`config.mk`:
```
export PLATFORM = sky130hd
export DESIGN_NAME = ecb_queue
export DESIGN_NICKNAME = d
export VERILOG_FILES = /design/src/design/ecb_queue.sv
export SDC_FILE = /design/constraint.sdc
export NUM_CORES = 1
export LEC_CHECK = 0
export BUFFER_PORTS_ARGS = -buffer_cell sky130_fd_sc_hd__buf_4
export CORE_AREA = 2 2 50 75
export DETAILED_ROUTE_END_ITERATION = 8
export DIE_AREA = 0 0 52 77
export HOLD_SLACK_MARGIN = 0.03
export PLACE_DENSITY = 0.71
export SLEW_MARGIN = 20
export SYNTH_ARGS = -nofsm -noshare
export SYNTH_HDL_FRONTEND = slang
export SYNTH_SLANG_ARGS = --single-unit
```
`constraint.sdc`:
```
create_clock -name clk -period 1.9 [get_ports clk]
set_input_delay 0.19 -clock clk [delete_from_list [all_inputs] [get_ports clk]]
set_output_delay 0.19 -clock clk [all_outputs]
set_load 0.01 [all_outputs]
```
`src/design/ecb_queue.sv`:
```
// ecb_queue: small flop queue between front and back
// no dependencies

module ecb_queue #(
	parameter int WIDTH = 8,
	parameter int DEPTH = 4
) (
	input  logic             clk,
	input  logic             arst_n,
	input  logic             push,
	input  logic [WIDTH-1:0] din,
	output logic             full,
	input  logic             pop,
	output logic [WIDTH-1:0] dout,
	output logic             empty
);

	localparam int PW = (DEPTH > 1) ? $clog2(DEPTH) : 1;
	localparam int CW = $clog2(DEPTH + 1);

	logic [WIDTH-1:0] mem_q [DEPTH];
	logic [PW-1:0]    wr_ptr_q;
	logic [PW-1:0]    rd_ptr_q;
	logic [CW-1:0]    count_q;
	logic             do_push;
	logic             do_pop;

	assign full    = (count_q == CW'(DEPTH));
	assign empty   = (count_q == '0);
	assign do_push = push && !full;
	assign do_pop  = pop && !empty;
	assign dout    = mem_q[rd_ptr_q];

	// storage
	always_ff @(posedge clk) begin
		if (do_push) begin
			mem_q[wr_ptr_q] <= din;
		end
	end

	// pointers and fill level
	always_ff @(posedge clk or negedge arst_n) begin
		if (!arst_n) begin
			wr_ptr_q <= '0;
			rd_ptr_q <= '0;
			count_q  <= '0;
		end else begin
			if (do_push) begin
				wr_ptr_q <= (wr_ptr_q == PW'(DEPTH - 1)) ? '0 : wr_ptr_q + PW'(1);
			end
			if (do_pop) begin
				rd_ptr_q <= (rd_ptr_q == PW'(DEPTH - 1)) ? '0 : rd_ptr_q + PW'(1);
			end
			if (do_push && !do_pop) begin
				count_q <= count_q + CW'(1);
			end else if (do_pop && !do_push) begin
				count_q <= count_q - CW'(1);
			end
		end
	end

endmodule

```
==> results by group <==
Synthesis
  • Syn Inst Count: around 80
  • Yosys warns: 0
  • Number of synthesized register bits: 39
  • Post-synth top area cell: edfxtp_1
  • Syn Area/Cell: 20.5 sq um
  • Yosys top cell area share: 59.3%
  • Area of the mapped netlist: 1620 sq um
  • Unique cell type count in the Yosys netlist: 19
  • Syn_nets: slightly below 100
  • Sequential-to-total area share from yosys stat: 70.1%
  • Ranking of synthesized cells by area: edfxtp_1 59%, mux4_2 11%, dfrtp_1 11%, ha_1 4.6%, mux2_2 2.1%

Finish
  • N_diodes: 0
  • Nets: approximately 130
  • Share of cells above drive strength 1: a little over half
  • Layout Cells excl Fill: approximately 150
  • Area Overhead vs Synth: 21.5%

Global route
  • Vias in the first global route: 820
  • Pin count of the biggest net entering global routing: 12
  • Total GRT Usage: between 10% and 20%
  • Gr ovfl total: 0
  • First-pass GRT wire length: ~4000 um
  • Initial antenna violation count: 0

Drt
  • Routed len/inst: around 15 um
  • Starting DRC count in detailed routing: 8
  • DR vias/cell: 5.07
  • Metal2 WL: 1260 um
  • DRC Markers: 0
  • Met1 WL: 910 um
  • Routed WL: 2300 um
  • Uppermost layer routed: met4
  • Vias: 771
  • Met3 WL: 97 um
  • First-pass DRT Iterations: 4
  • Antenna viol nets, final: 0

Clock tree
  • Clock Pin Slew Worst Setup and Hold Paths: 0.07 ns
  • Clock buffers created by TritonCTS: 5
  • CTS tree: done
  • CTS sink cnt: 39
  • Clk buf depth: 2
  • Clock network latency to the later pin of the worst-skew pair: 0.28 ns
  • H-Tree Depth: 2
  • Root buffer cell: clkbuf_8

Pwr
  • Net Switching: 0.869 mW
  • PwrDens: around 1500 nW/um^2
  • Leak pwr: 0.739 nW
  • Switching share of power: roughly 30%
  • Part of the power in registers: 47.0%
  • Peak supply drop: 0.964 mV
  • Cell internal pwr: around 2.1 mW
  • Comb power frac: 35.6%
  • Clk pwr share: 17.4%

Run
  • Number of max-cap violations: 0

Setup path
  • Largest stage delay, worst path: approximately 0.46 ns
  • Crit end category: register
  • Worst r2r src: count_q[0]
  • Crit path DAT: roughly 2 ns
  • Critical Path Fanout Max: 4
  • Worst path slowest cell: dfrtp_2
  • Worst path bufs/invs: 1
  • Largest delay contributor family on the critical path: adder cells
  • Crit-path cells: nor3b_4, nor2b_4, ha_4, inv_2, fa_2, mux2_2
  • Crit start category: register
  • WP data required: a little over 2 ns
  • Critical path startpoint: count_q[0]
  • WS Path Type: register to register

STA
  • Fmax: 550 MHz
  • Clock skew: 0.00422 ns
  • Final Hold Fails: 0
  • Setup TNS Final: 0 ns
  • Minimum clock period after layout: 1.82 ns
  • Slew @ Worst Pin: 0.428 ns
  • Slew Limit Fails: 0
  • Worst relative slew slack: 71.5%
  • RSZ-0062 raised after global routing: false
  • Final period util: 95.7%
  • Final Setup Violations: 0

Die
  • Core Region: 3350 sq um
  • Row cnt: 26
  • Die extent in x: 52 um
  • Number of I/O pins: 22
  • Initial Utilization: 48.4%
  • Die area: 4000 sq um
  • Die H: 77 um

Place
  • Gpl congestion: approximately 0.79
  • PortBufs: 21
  • Placed Cells: 140
  • Hpwl dp: 1630 um

Hold path
  • Class of the most critical hold timing path: input port to register
  • Worst Min Path Start: din[6]

Status
  • Status: complete, no violations
-- synth_stat cells --
library cell	n
nand2b_4	1
xor2_1	2
mux2_4	2
ha_1	6
fa_1	1
nor3b_4	1
nor2_1	3
and2_2	4
buf_2	1
mux2_2	3
inv_1	3
nor3_1	1
xnor2_1	1
buf_6	1
edfxtp_1	32
nor2b_2	1
mux4_2	8
buf_1	1
dfrtp_1	7
-- worst paths after layout --
| check | endpoint | slack, ns | cells after the start |
|---|---|---|---|
| max | count_q[1] | 0.08 | 6 |
| min | mem_q[3][6] | 0.11 | 1 |
| min reg2reg | count_q[2] | 0.53 | 1 |
| max in group asynchronous | rd_ptr_q[0] | 1.52 | 2 |
| min in group asynchronous | count_q[2] | 0.24 | 2 |
| max reg2reg | count_q[1] | 0.08 | 6 |
-- sequential cells by signal, indices dropped and copies added (netlist names) --
signal / count
mem_q: 32
count_q: 3
rd_ptr_q: 2
wr_ptr_q: 2
-- per-stage QoR --
step	setup slack [ns]	instance area, sq um	power, mW	hold WS [ns]	util [%]
finish	0.0816	1970	2.93	0.106	58.7
global route	0.00916	1970	3.14	0.102	58.7
CTS	0.0183	1940	2.92	0.101	57.8
detailed placement	0.0337	1840	2.40	0.00690	55.0
global placement	0.0736	1840	2.38	0.00705	55.0
floorplan	0.0269	1650	2.05	-0.106	-
-- kinds of logic (layout without fill, tap and decap cells) --
group	after synthesis	in the layout	share of synthesized area, %
flops	39	39	70.1
mux	13	13	15.1
simple gates	11	11	5.41
fa+ha+maj	7	7	5.87
buf+inv	6	37	1.93
xor+xnor	3	3	1.62
-- layout by cell type (no fill, tap or decap), drive strengths merged --
cell | netlist | routed
nor2 | 3 | 3
buf | 3 | 25
nor2b | 1 | 1
clkinv | 0 | 1
ha | 6 | 6
nand2b | 1 | 1
dlygate4sd3 | 0 | 1
inv | 3 | 3
dfrtp | 7 | 7
and2 | 4 | 4
nor3b | 1 | 1
mux4 | 8 | 8
edfxtp | 32 | 32
clkbuf | 0 | 7
xor2 | 2 | 2
fa | 1 | 1
mux2 | 5 | 5
xnor2 | 1 | 1
nor3 | 1 | 1
-- metal layers --
metal  vias up  GRT usage, %
li1        362             -
met1       390          16.8
met2        15          21.5
met3         4          4.09
met4         0          4.74
met5         -             0
-- layout make-up --
type | instances | area [sq um]
Clock inverter | 1 | 5.00
Tap cell | 42 | 52.6
Sequential cell | 39 | 1140
Clock buffer | 7 | 76.3
Inverter | 3 | 11.3
Timing Repair Buffer | 26 | 198
Multi-Input combinational cell | 34 | 484
Fill cell | 260 | 1380
-- power by group through the flow --
stage | logic (mW) | registers (mW) | clock network (mW)
2_1_floorplan | 0.762 | 1.28 | 0
3_3_place_gp | 0.977 | 1.40 | 0
3_5_place_dp | 0.998 | 1.41 | 0
4_1_cts | 1.00 | 1.39 | 0.525
5_1_grt | 1.17 | 1.42 | 0.555
6_report | 1.05 | 1.38 | 0.510
-- repair_timing --
item,in CTS,in global routing
hold endpoints to repair,7,0
hold buffers,1,0
pin swaps,0,1
setup endpoints to repair,8,2
setup buffers,0,3
resized for setup,1,4
(Power assumes the default switching activity.)
